`src/hdl/page_frame_free_list_allocator_assert.svh`:
```
// ----------------------------------------------------------------------------
// Page frame allocator assertion macros
// Concurrent checks clocked on clk, disabled while arst_n is low.
// ----------------------------------------------------------------------------
`ifndef PAGE_FRAME_FREE_LIST_ALLOCATOR_ASSERT_SVH
`define PAGE_FRAME_FREE_LIST_ALLOCATOR_ASSERT_SVH

`ifndef NO_ASSERTIONS
// same-cycle implication
`define PFFLA_ASSERT_NOW(label, ante, cons) \
	label: assert property (@(posedge clk) disable iff (!arst_n) (ante) |-> (cons)) \
		else $error("pffla assertion failed");
// next-cycle implication
`define PFFLA_ASSERT_NEXT(label, ante, cons) \
	label: assert property (@(posedge clk) disable iff (!arst_n) (ante) |=> (cons)) \
		else $error("pffla assertion failed");
`else
`define PFFLA_ASSERT_NOW(label, ante, cons)
`define PFFLA_ASSERT_NEXT(label, ante, cons)
`endif

`endif

```
`src/hdl/pffla_pkg.sv`:
```
// ----------------------------------------------------------------------------
// Page frame allocator package
// Field widths, status codes and the job word passed from front to back.
// ----------------------------------------------------------------------------
package pffla_pkg;

	localparam int FIELD_W     = 7;   // page index / count field width
	localparam int PAGE_SHIFT  = 21;  // 2 MiB pages
	localparam int ADDR_W      = FIELD_W + PAGE_SHIFT;
	localparam int QUEUE_DEPTH = 2;

	localparam logic CMD_ALLOC = 1'b0;
	localparam logic CMD_FREE  = 1'b1;

	typedef enum logic [1:0] {
		ST_GRANTED = 2'd0,
		ST_NONE    = 2'd1,
		ST_REJECT  = 2'd2
	} status_t;

	typedef enum logic [1:0] {
		OP_ALLOC  = 2'd0,
		OP_FREE   = 2'd1,
		OP_REJECT = 2'd2
	} op_t;

	typedef struct packed {
		op_t                op;
		logic [FIELD_W-1:0] count;  // clamped request size
		logic [FIELD_W-1:0] index;  // page being freed
	} job_t;

endpackage

```
`src/hdl/pffla_if.sv`:
```
// ----------------------------------------------------------------------------
// Page frame allocator channels
// Request and response valid/ready bundles.
// ----------------------------------------------------------------------------
interface pffla_in_if;
	logic       valid;
	logic       ready;
	logic       cmd;
	logic [6:0] page_count;
	logic [6:0] free_index;

	modport source (output valid, output cmd, output page_count, output free_index,
		input ready);
	modport sink (input valid, input cmd, input page_count, input free_index,
		output ready);
endinterface

interface pffla_out_if;
	logic        valid;
	logic        ready;
	logic [6:0]  page_number;
	logic [27:0] page_address;
	logic        last;
	logic [1:0]  status;

	modport source (output valid, output page_number, output page_address, output last,
		output status, input ready);
	modport sink (input valid, input page_number, input page_address, input last,
		input status, output ready);
endinterface

```
`src/hdl/pffla_front.sv`:
```
// ----------------------------------------------------------------------------
// Page frame allocator front end
// Takes request words, clamps the batch size, screens bad free indices.
// ----------------------------------------------------------------------------
module pffla_front #(
	parameter int NUM_PAGES = 128,
	parameter int MAX_BATCH = 64
) (
	pffla_in_if.sink          req,
	input  logic              room,
	output logic              push,
	output pffla_pkg::job_t   job
);
	import pffla_pkg::*;

	assign req.ready = room;
	assign push      = req.valid && room;

	always_comb begin
		job.index = req.free_index;
		if (32'(req.page_count) > MAX_BATCH) begin
			job.count = FIELD_W'(MAX_BATCH);
		end else begin
			job.count = req.page_count;
		end
		if (req.cmd == CMD_ALLOC) begin
			job.op = OP_ALLOC;
		end else if (32'(req.free_index) >= NUM_PAGES) begin
			job.op = OP_REJECT;
		end else begin
			job.op = OP_FREE;
		end
	end

endmodule

```
`src/hdl/pffla_queue.sv`:
```
// ----------------------------------------------------------------------------
// Page frame allocator job queue
// Small FIFO decoupling the front end from the stack engine.
// ----------------------------------------------------------------------------
module pffla_queue (
	input  logic            clk,
	input  logic            arst_n,
	input  logic            push,
	input  pffla_pkg::job_t wr_job,
	output logic            room,
	input  logic            pop,
	output logic            head_valid,
	output pffla_pkg::job_t head
);
	import pffla_pkg::*;

	localparam int PTR_W = (QUEUE_DEPTH > 1) ? $clog2(QUEUE_DEPTH) : 1;
	localparam int CNT_W = $clog2(QUEUE_DEPTH + 1);
	localparam logic [PTR_W-1:0] PTR_LAST = PTR_W'(QUEUE_DEPTH - 1);
	localparam logic [CNT_W-1:0] FILL_MAX = CNT_W'(QUEUE_DEPTH);

	job_t             slot_q [QUEUE_DEPTH];
	logic [PTR_W-1:0] wr_ptr_q, rd_ptr_q;
	logic [CNT_W-1:0] fill_q;
	logic             do_wr, do_rd;

	assign room       = fill_q != FILL_MAX;
	assign head_valid = fill_q != '0;
	assign head       = slot_q[rd_ptr_q];
	assign do_wr      = push && room;
	assign do_rd      = pop && head_valid;

	always_ff @(posedge clk) begin
		if (do_wr) begin
			slot_q[wr_ptr_q] <= wr_job;
		end
	end

	always_ff @(posedge clk or negedge arst_n) begin
		if (!arst_n) begin
			wr_ptr_q <= '0;
			rd_ptr_q <= '0;
			fill_q   <= '0;
		end else begin
			if (do_wr) begin
				wr_ptr_q <= (wr_ptr_q == PTR_LAST) ? '0 : wr_ptr_q + PTR_W'(1);
			end
			if (do_rd) begin
				rd_ptr_q <= (rd_ptr_q == PTR_LAST) ? '0 : rd_ptr_q + PTR_W'(1);
			end
			if (do_wr && !do_rd) begin
				fill_q <= fill_q + CNT_W'(1);
			end else if (do_rd && !do_wr) begin
				fill_q <= fill_q - CNT_W'(1);
			end
		end
	end

endmodule

```
`src/hdl/pffla_back.sv`:
```
// ----------------------------------------------------------------------------
// Page frame allocator stack engine
// Free-list stack memory, one push or pop per cycle unless rsp stalls, response register.
// ----------------------------------------------------------------------------
`include "page_frame_free_list_allocator_assert.svh"

module pffla_back #(
	parameter int NUM_PAGES = 128
) (
	input  logic            clk,
	input  logic            arst_n,
	input  logic            head_valid,
	input  pffla_pkg::job_t head,
	output logic            deq,
	pffla_out_if.source     rsp
);
	import pffla_pkg::*;

	localparam int AW = (NUM_PAGES > 1) ? $clog2(NUM_PAGES) : 1;
	localparam int CW = $clog2(NUM_PAGES + 1);
	localparam int PW = (AW > FIELD_W) ? AW : FIELD_W;
	localparam logic [CW-1:0] FULL = CW'(NUM_PAGES);

	// stack memory; entries below the low-water mark still hold reset contents
	logic [AW-1:0] mem [NUM_PAGES];

	logic [CW-1:0]      count_q, min_q;
	logic [FIELD_W-1:0] n_q;          // pops done for the head job
	logic [AW-1:0]      rd_q;

	logic               out_valid_q, use_mem_q, last_q;
	status_t            st_q;
	logic [PW-1:0]      page_q;

	logic               slot_free, issue, do_pop, do_push, emit;
	logic               e_last, e_mem, last_pop;
	status_t            e_st;
	logic [PW-1:0]      e_page, idx_ext, page_sel;
	logic [AW-1:0]      top_addr;

	assign slot_free = !out_valid_q || rsp.ready;
	assign issue     = head_valid && slot_free;
	assign top_addr  = AW'(count_q - CW'(1));
	assign idx_ext   = PW'(head.index);
	assign last_pop  = ((n_q + FIELD_W'(1)) == head.count) || (count_q == CW'(1));

	always_comb begin
		do_pop  = 1'b0;
		do_push = 1'b0;
		emit    = 1'b0;
		deq     = 1'b0;
		e_last  = 1'b1;
		e_mem   = 1'b0;
		e_st    = ST_GRANTED;
		e_page  = '0;
		if (issue) begin
			unique case (head.op)
				OP_ALLOC: begin
					emit = 1'b1;
					if (n_q == '0 && (count_q == '0 || head.count == '0)) begin
						e_st = ST_NONE;
						deq  = 1'b1;
					end else begin
						do_pop = 1'b1;
						e_mem  = count_q != min_q;
						e_page = PW'(FULL - count_q);  // reset contents of top entry
						e_last = last_pop;
						deq    = last_pop;
					end
				end
				OP_FREE: begin
					deq = 1'b1;
					if (count_q == FULL) begin
						emit   = 1'b1;
						e_st   = ST_REJECT;
						e_page = idx_ext;
					end else begin
						do_push = 1'b1;
					end
				end
				OP_REJECT: begin
					deq    = 1'b1;
					emit   = 1'b1;
					e_st   = ST_REJECT;
					e_page = idx_ext;
				end
				default: begin
					deq = 1'b1;
				end
			endcase
		end
	end

	always_ff @(posedge clk) begin
		if (do_push) begin
			mem[count_q[AW-1:0]] <= idx_ext[AW-1:0];
		end
		if (do_pop) begin
			rd_q <= mem[top_addr];
		end
	end

	always_ff @(posedge clk or negedge arst_n) begin
		if (!arst_n) begin
			count_q     <= FULL;
			min_q       <= FULL;
			n_q         <= '0;
			out_valid_q <= 1'b0;
		end else begin
			if (do_pop) begin
				count_q <= count_q - CW'(1);
				if (count_q == min_q) begin
					min_q <= count_q - CW'(1);
				end
				n_q <= deq ? '0 : n_q + FIELD_W'(1);
			end
			if (do_push) begin
				count_q <= count_q + CW'(1);
			end
			if (emit) begin
				out_valid_q <= 1'b1;
			end else if (rsp.ready) begin
				out_valid_q <= 1'b0;
			end
		end
	end

	always_ff @(posedge clk) begin
		if (emit) begin
			use_mem_q <= e_mem;
			page_q    <= e_page;
			last_q    <= e_last;
			st_q      <= e_st;
		end
	end

	assign page_sel         = use_mem_q ? PW'(rd_q) : page_q;
	assign rsp.valid        = out_valid_q;
	assign rsp.page_number  = page_sel[FIELD_W-1:0];
	assign rsp.page_address = (st_q == ST_GRANTED) ?
		{page_sel[FIELD_W-1:0], {PAGE_SHIFT{1'b0}}} : {ADDR_W{1'b0}};
	assign rsp.last         = last_q;
	assign rsp.status       = st_q;

	`PFFLA_ASSERT_NOW(a_count_bound, 1'b1, count_q <= FULL)
	`PFFLA_ASSERT_NOW(a_low_water, 1'b1, min_q <= count_q)
	`PFFLA_ASSERT_NEXT(a_pop_shows, do_pop, out_valid_q)
	`PFFLA_ASSERT_NOW(a_batch_open, n_q != '0,
		head_valid && head.op == OP_ALLOC && n_q < head.count)

endmodule

```
`src/hdl/page_frame_free_list_allocator.sv`:
```
// ----------------------------------------------------------------------------
// Page frame free list allocator
// LIFO free list of 2 MiB page frames with batch allocate and single free.
// ----------------------------------------------------------------------------
//  channel | dir | words
//  --------+-----+--------------------------------------------------------
//  req     | in  | cmd, page_count, free_index
//  rsp     | out | page_number, page_address, last, status
//
//  One stack push or pop per cycle while rsp is not stalled: an allocate of n
//  pages pops once per granted page, any other request takes a single step.
//  Each response is held in the response register behind the job queue.
//  After reset the stack is full with page 0 on top; no clearing pass runs,
//  a low-water mark tells which entries still hold their reset contents.
//  A stalled rsp holds its word; requests queue two deep behind it.
// ----------------------------------------------------------------------------
module page_frame_free_list_allocator #(
	parameter int NUM_PAGES = 128,
	parameter int MAX_BATCH = 64
) (
	input  logic         clk,
	input  logic         arst_n,
	pffla_in_if.sink     req,
	pffla_out_if.source  rsp
);
	import pffla_pkg::*;

	logic push, room, head_valid, deq;
	job_t wr_job, head;

	// front: clamp batch, flag out-of-range free
	pffla_front #(
		.NUM_PAGES(NUM_PAGES),
		.MAX_BATCH(MAX_BATCH)
	) u_front (
		.req (req),
		.room(room),
		.push(push),
		.job (wr_job)
	);

	// two-deep job queue
	pffla_queue u_queue (
		.clk       (clk),
		.arst_n    (arst_n),
		.push      (push),
		.wr_job    (wr_job),
		.room      (room),
		.pop       (deq),
		.head_valid(head_valid),
		.head      (head)
	);

	// back: stack memory and response register
	pffla_back #(
		.NUM_PAGES(NUM_PAGES)
	) u_back (
		.clk       (clk),
		.arst_n    (arst_n),
		.head_valid(head_valid),
		.head      (head),
		.deq       (deq),
		.rsp       (rsp)
	);

endmodule

```
`src/flat_wrapper.sv`:
```
// flat-port wrapper written by rule: the top's interface ports become plain ports
module page_frame_free_list_allocator_flat import pffla_pkg::*;
#(
	parameter int NUM_PAGES = 128,
	parameter int MAX_BATCH = 64
)
  (clk, arst_n, req_valid, req_cmd, req_page_count, req_free_index, req_ready, rsp_valid, rsp_page_number, rsp_page_address, rsp_last, rsp_status, rsp_ready);
  pffla_in_if req_i ();
  pffla_out_if rsp_i ();
  input  logic clk;
  input  logic arst_n;
  input wire logic [$bits(req_i.valid)-1:0] req_valid;
  input wire logic [$bits(req_i.cmd)-1:0] req_cmd;
  input wire logic [$bits(req_i.page_count)-1:0] req_page_count;
  input wire logic [$bits(req_i.free_index)-1:0] req_free_index;
  output wire logic [$bits(req_i.ready)-1:0] req_ready;
  output wire logic [$bits(rsp_i.valid)-1:0] rsp_valid;
  output wire logic [$bits(rsp_i.page_number)-1:0] rsp_page_number;
  output wire logic [$bits(rsp_i.page_address)-1:0] rsp_page_address;
  output wire logic [$bits(rsp_i.last)-1:0] rsp_last;
  output wire logic [$bits(rsp_i.status)-1:0] rsp_status;
  input wire logic [$bits(rsp_i.ready)-1:0] rsp_ready;
  assign req_i.valid = req_valid;
  assign req_i.cmd = req_cmd;
  assign req_i.page_count = req_page_count;
  assign req_i.free_index = req_free_index;
  assign req_ready = req_i.ready;
  assign rsp_valid = rsp_i.valid;
  assign rsp_page_number = rsp_i.page_number;
  assign rsp_page_address = rsp_i.page_address;
  assign rsp_last = rsp_i.last;
  assign rsp_status = rsp_i.status;
  assign rsp_i.ready = rsp_ready;
  page_frame_free_list_allocator #(.NUM_PAGES(NUM_PAGES), .MAX_BATCH(MAX_BATCH)) u_core (.clk(clk), .arst_n(arst_n), .req(req_i), .rsp(rsp_i));
endmodule
```
`config.mk`:
```
export PLATFORM = sky130hd
export DESIGN_NAME = page_frame_free_list_allocator_flat
export DESIGN_NICKNAME = d
export VERILOG_FILES = /design/src/hdl/pffla_pkg.sv /design/src/hdl/pffla_if.sv /design/src/hdl/pffla_front.sv /design/src/hdl/pffla_queue.sv /design/src/hdl/pffla_back.sv /design/src/hdl/page_frame_free_list_allocator.sv /design/src/flat_wrapper.sv
export VERILOG_INCLUDE_DIRS = /design/src /design/src/hdl
export SDC_FILE = /design/constraint.sdc
export NUM_CORES = 1
export LEC_CHECK = 0
export BUFFER_PORTS_ARGS = -buffer_cell sky130_fd_sc_hd__buf_2
export CORE_MARGIN = 2
export CORE_UTILIZATION = 45
export DETAILED_ROUTE_END_ITERATION = 7
export RECOVER_POWER = 50
export SLEW_MARGIN = 20
export SYNTH_ARGS = -nofsm -noshare
export SYNTH_HDL_FRONTEND = slang
export SYNTH_SLANG_ARGS = --single-unit
```
`constraint.sdc`:
```
create_clock -name clk -period 3.77 [get_ports clk]
set_input_delay 0.754 -clock clk [delete_from_list [all_inputs] [get_ports clk]]
set_output_delay 0.754 -clock clk [all_outputs]
set_load 0.03 [all_outputs]
```
==> results.yml, run 1 <==
place:
  portBuffers: 37
  gp_congestion: 0.896
  dp_slack_ps: 327
  place_hpwl_um: 57300
timing:
  setup_violations: 0
  finalMaxSlewViolations: 387
  layout_min_cycle_time_ps: 3550
  clock.fmax_mhz: 282
  slew_headroom_pct: -66.2
  hold_viol_final: 0
  rsz0062_at_grt: "false"
  setup-tns-final_ps: 0
  tightest_slew_ps: 2490
  clock_skew_ps: 21.2
  fin_crit_sh_pct: 94.1
  finalWorstSetupSlack_ps: 223
power:
  ir_drop_mv: 0.708
  design_power_total_w: 0.0391
  p_leak_nw: 14.0
  p_per_area_nw_per_um2: 887
final_layout:
  final_util_pct: 51.0
  num-nets-final: 2102
  diodes: 0
  nFillCells: 6762
  final_common_cell: "edfxtp_1"
  syn_to_final_growth_pct: 12.8
  layout_common_cells: "edfxtp_1 (944), mux4_2 (231), nor2_1 (141), clkbuf_16 (97), nand2_1 (71)"
  layout-drive-gt1-share_pct: 24.8
setup_path:
  critPathLaunchType: "flip-flop"
  regToRegSetupSlack_ps: 220
  slowest_stage: "dfrtp_4"
  timing.rr.end: "u_core.u_back.rd_q[5]"
  crit_family: "compound AO/OA/AOI/OAI gates"
  crit_buf_inv: 2
  end_kind: "flip-flop"
  cp_cell_sequence: "inv_1, ha_1, xor2_4, buf_12, mux4_2, mux2_2, o221ai_1, o21ai_0, o32a_1"
  crit_fanout: 64
  reg2regPathDepth: 9
  reg2reg_from: "u_core.u_back.count_q[0]"
  arrival_ps: 3950
  max_stage_delay_ps: 530
  critPathKind: "flip-flop to flip-flop"
  critPathRequiredTime_ps: 4170
clock_network:
  clock_latency_ps: 650
  max-clock-path-buffers: 3
  ctsResizeCount: 0
  clock-root-buffer: "clkbuf_16"
  cts_sinks: 972
  cts_buffers: 96
  cts_tree: "built"
  htreeDepth: 3
  clkTransAtPathRegs_ps: 60
  cts_setup_buffers: 0
  holdBufCountCts: 0
floorplan:
  core.rowCount: 108
  die_area_sq_um: 89100
  coreArea_sq_um: 86300
  ios: 59
  die_w_um: 298
  floorplan.initialDensity_pct: 45.2
  dieHeight_um: 298
job:
  maxCapViolations: 6
grt:
  grt_pass1_wl_um: 137000
  antenna_found_initial: 1
  grt.total_usage_pct: 20.9
  grt_pass1_vias: 19897
  grt_max_degree: 99
  gr-total-overflow: 0
hold_path:
  hold_start: "req_free_index[2]"
  hold_depth: 1
  worst_hold_path.endpoint: "u_core.u_queue.slot_q[0][2]"
  min_path_type: "input pin to flip-flop"
synthesis:
  synthArstFlopShare_pct: 2.88
  synth_top_cell_by_area: "edfxtp_1"
  yosys-mux-area-fraction_pct: 15.5
  synth_top_family_by_area: "multiplexers"
  ys_top_cells_by_area: "edfxtp_1 (73%), mux4_2 (13%), dfrtp_1 (1.7%)"
  synth_adder_area_share_pct: 0.224
  seq_area_frac_synth_pct: 74.4
  synth_area_sq_um: 39000
  yosysWarningCount: 0
  synth_edf_count: 944
  yosys.area_share.simple_pct: 3.97
  avgSynthCellArea_sq_um: 19.8
  synth_cell_types: 67
  synth_compound_area_share_pct: 2.96
  synth_top_area_share_pct: 72.6
  ys_seq_elements: 972
  synth_xor_area_share_pct: 0.930
  syn_inst: 1975
  synth_top_flop_cell: "edfxtp_1"
outcome:
  status: "finished, violations left"
  violations: "max-capacitance violations, max-slew violations"
route:
  vias: 19652
  route.detailed.drc: 0
  ant_nets: 0
  via_per_inst: 5.93
  firstDrtPassIters: 8
  drt_iter0_drc: 2214
  drt_wl_total_um: 92600
  post_drt_wl_per_cell_um: 28.0
layout make-up:
type,count,area [sq um],area share [%]
Multi-Input combinational cell,868,9320,21.2
Clock inverter,61,702,1.59
Clock buffer,118,2540,5.76
Tap cell,1155,1450,3.28
Inverter,17,63.8,0.145
Timing Repair Buffer,121,905,2.05
Sequential cell,972,29100,66.0
cells by family (layout without fill, tap and decap cells):
family,count (synthesis),in the layout
AOI/OAI and AO/OA,153,153
xor gates and xnor gates,39,39
adders and majority gates,7,7
buffers and inverters,155,317
DFF,972,972
muxes,309,309
other,1,21
and+or+nand+nor,339,339
stage by stage:
| step | cells | hold WS [ps] | instance area (sq um) |
|---|---|---|---|
| floorplan | 1995 | 458 | 39100 |
| global placement | 3133 | 482 | 40900 |
| detailed placement | 3133 | 497 | 40900 |
| CTS | 3312 | 137 | 44100 |
| global route | 3312 | 284 | 44000 |
| finish | 3312 | 299 | 44000 |
report_power, final:
group          total (W)  switching, W  internal, W
clock            0.00981       0.00405      0.00576
combinational     0.0152       0.00938      0.00581
sequential        0.0140      0.000300       0.0137
routing by layer:
layer	vias up	part of all wire (%)	routed length [um]	track usage [%]
met4	0	3.4	3140	7.05
met2	819	48	44200	33.2
met5	-	0	0	0
met3	169	7.1	6600	3.33
met1	10423	42	38700	29.7
li1	8241	-	-	-
synthesized netlist by cell type (10+ instances only):
| library cell | instances |
|---|---|
| edfxtp_1 | 944 |
| mux4_2 | 231 |
| nor2_1 | 142 |
| nand2_1 | 71 |
| buf_2 | 49 |
| clkbuf_1 | 48 |
| nand3_1 | 47 |
| mux2_2 | 43 |
| mux2i_1 | 35 |
| nor2b_1 | 32 |
| buf_4 | 28 |
| dfrtp_1 | 26 |
| a21oi_1 | 23 |
| o21ai_0 | 21 |
| xnor2_1 | 19 |
| a221oi_1 | 18 |
| xor2_1 | 18 |
| inv_1 | 15 |
| a31oi_1 | 13 |
| a2111o_1 | 12 |
| a221o_1 | 10 |
| nor4_1 | 10 |
worst register-to-register path: stages (launching register included):
cell and delay (ps):
dfrtp_4 530, inv_1 220, ha_1 320, xor2_4 230, buf_12 360, mux4_2 470
mux2_2 270, o221ai_1 410, o21ai_0 270, o32a_1 220
how the worst max path moves through the flow:
stage                                        start                        to  slack (ps)  depth (start not counted)
after floorplan           u_core.u_back.count_q[0]     u_core.u_back.rd_q[0]           8                         14
after global placement    u_core.u_back.count_q[0]     u_core.u_back.rd_q[5]         330                          9
after detailed placement  u_core.u_back.count_q[0]     u_core.u_back.rd_q[5]         330                          9
after CTS                 u_core.u_back.count_q[0]     u_core.u_back.rd_q[5]         280                          9
after global routing       u_core.u_queue.rd_ptr_q  u_core.u_back.mem[68][6]          80                          3
final                     u_core.u_back.count_q[0]     u_core.u_back.rd_q[5]         220                          9
registers in the layout, indices dropped and copies added, names as in the netlist, 2 cells and up:
| name | cells |
|---|---|
| u_core.u_back.mem | 896 |
| u_core.u_queue.slot_q | 30 |
| u_core.u_back.count_q | 8 |
| u_core.u_back.min_q | 8 |
| u_core.u_back.n_q | 7 |
| u_core.u_back.page_q | 7 |
| u_core.u_back.rd_q | 7 |
| u_core.u_back.rsp.status | 2 |
| u_core.u_queue.fill_q | 2 |
No activity file was read; power rests on OpenSTA's default activity.
==> inputs of run 2 (changes only) <==
--- a/config.mk
+++ b/config.mk
@@ -10,6 +10,7 @@
 export CORE_MARGIN = 2
 export CORE_UTILIZATION = 45
 export DETAILED_ROUTE_END_ITERATION = 7
+export PLACE_DENSITY_LB_ADDON = 0.25
 export RECOVER_POWER = 50
 export SLEW_MARGIN = 20
 export SYNTH_ARGS = -nofsm -noshare
==> run 2 against run 1 <==
Compared with the run above:
- the flow still finishes with violations (max-capacitance violations, max-slew violations)
- critical endpoint is now u_core.u_back.rd_q[6]
- via count down 0.91%
- first-iteration DRC count down 4.3%
- die area unchanged
- total power down 2.0%
==> results.yml, run 2 (synthesized netlist as in run 1, its figures left out) <==
outcome:
  status: "finished, violations left"
  violations: "max-capacitance violations, max-slew violations"
final_layout:
  final_common_cell: "edfxtp_1"
  nFillCells: 6769
  largest_reg_flops: 896
  layout_common_cells: "edfxtp_1 (944), mux4_2 (231), nor2_1 (141), clkbuf_16 (99), nand2_1 (71)"
  syn_to_final_growth_pct: 12.5
  diodes: 0
  layout-drive-gt1-share_pct: 24.6
  num-nets-final: 2102
setup_path:
  arrival_ps: 4010
  critPathLaunchType: "flip-flop"
  critPathKind: "flip-flop to flip-flop"
  critPathRequiredTime_ps: 4270
  crit_fanout: 21
  cp_cell_sequence: "inv_1, ha_1, nor2b_1, a21boi_0, a21o_1, a221o_1, o21bai_1, a31oi_1"
  slowest_stage: "a21o_1"
  max_stage_delay_ps: 800
  end_kind: "flip-flop"
  reg2regPathDepth: 8
clock_network:
  cts_buffers: 98
  htreeDepth: 3
  cts_tree: "built"
  clock-root-buffer: "clkbuf_16"
  max-clock-path-buffers: 3
  cts_setup_buffers: 0
  ctsResizeCount: 0
  cts_sinks: 972
  clock_latency_ps: 670
  holdBufCountCts: 0
  clkTransAtPathRegs_ps: 60
route:
  vias: 19474
  firstDrtPassIters: 5
  ant_nets: 0
  drt_iter0_drc: 2118
  drt_wl_total_um: 91900
  via_per_inst: 5.88
  route.detailed.drc: 0
  post_drt_wl_per_cell_um: 27.7
hold_path:
  min_path_type: "input pin to flip-flop"
  hold_depth: 1
grt:
  use_met1_pct: 29.6
  gr-total-overflow: 0
  antenna_found_initial: 0
  grt_pass1_vias: 19913
  grt.total_usage_pct: 20.8
  use_met3_pct: 3.36
  grt_pass1_wl_um: 136000
  grt_max_degree: 130
  busiest_layer: "met2"
  grt_use_met2_pct: 33.3
floorplan:
  die_area_sq_um: 89100
  die_w_um: 298
  core.rowCount: 108
  ios: 59
  coreArea_sq_um: 86300
  dieHeight_um: 298
  floorplan.initialDensity_pct: 45.2
power:
  p_per_area_nw_per_um2: 872
  p_leak_nw: 13.9
  ir_drop_mv: 0.882
  design_power_total_w: 0.0383
timing:
  setup-tns-final_ps: 0
  clock_skew_ps: 26.1
  layout_min_cycle_time_ps: 3510
  fin_crit_sh_pct: 93.2
  finalMaxSlewViolations: 405
  setup_violations: 0
  hold_viol_final: 0
  tightest_slew_ps: 2280
  clock.fmax_mhz: 285
  slew_headroom_pct: -52.2
  rsz0062_at_grt: "false"
place:
  place_hpwl_um: 57000
  portBuffers: 37
  gp_congestion: 0.838
job:
  maxCapViolations: 6
-- run 2: changes by cell type in the layout (fill, tap and decap cells not counted), moves of 3 or more --
| cell | before | now |
|---|---|---|
| bufinv_16 | 14 | 6 |
| clkbuf_1 | 33 | 41 |
| clkinv_2 | 13 | 21 |
| buf_4 | 60 | 57 |
| clkbuf_2 | 10 | 7 |
| clkinv_4 | 3 | 0 |
| inv_6 | 5 | 2 |
-- run 2: final timing paths --
| kind | end | from | slack (ps) |
|---|---|---|---|
| min reg2reg | u_core.u_queue.wr_ptr_q | u_core.u_queue.wr_ptr_q | 500 |
| min in group asynchronous | u_core.u_back.rsp.valid | arst_n | 480 |
| min | u_core.u_queue.slot_q[0][1] | req_free_index[1] | 280 |
| max reg2reg | u_core.u_back.rd_q[6] | u_core.u_back.count_q[0] | 260 |
| max | u_core.u_back.rd_q[6] | u_core.u_back.count_q[0] | 260 |
| max in group asynchronous | u_core.u_back.count_q[0] | arst_n | 2150 |
-- run 2: power by group --
part           internal, W  switching (W)  total [W]
combinational      0.00570        0.00921     0.0149
clock              0.00529        0.00407    0.00936
sequential          0.0137       0.000268     0.0140
total               0.0247         0.0135     0.0383
-- run 2: worst max-delay path: cells and delay by family, from the launching register on --
| family | cells | cell delay, ps |
|---|---|---|
| buffers and inverters | 1 | 190 |
| adder cells (fa/ha/maj) | 1 | 490 |
| AND/OR/NAND/NOR | 1 | 300 |
| AO/OA/AOI/OAI | 5 | 1820 |
| flip-flops | 1 | 530 |
-- run 2: layout make-up --
| class | count | area (sq um) | share of cell area [%] |
|---|---|---|---|
| Sequential cell | 972 | 29100 | 66.2 |
| Multi-Input combinational cell | 868 | 9310 | 21.2 |
| Clock buffer | 126 | 2590 | 5.90 |
| Tap cell | 1155 | 1450 | 3.29 |
| Timing Repair Buffer | 119 | 927 | 2.11 |
| Clock inverter | 56 | 504 | 1.15 |
| Inverter | 17 | 63.8 | 0.145 |
-- run 2: per-layer routing --
layer	part of all wire, %	vias to the layer above	routed length [um]
met2	48	773	43900
met4	2.7	0	2480
li1	-	8238	-
met3	6.7	149	6130
met5	0	-	0
met1	43	10314	39300
-- run 2: through the flow --
step | worst slack, ps | util (%) | cell area (sq um) | instances | hold slack (ps)
5_1_grt | 81.5 | 50.8 | 43900 | 3313 | 259
3_3_place_gp | 367 | 47.3 | 40900 | 3130 | 491
6_report | 258 | 50.8 | 43900 | 3313 | 282
4_1_cts | 353 | 50.9 | 44000 | 3312 | 105
3_5_place_dp | 382 | 47.3 | 40900 | 3130 | 508
2_1_floorplan | 8.19 | - | 39100 | 1995 | 458
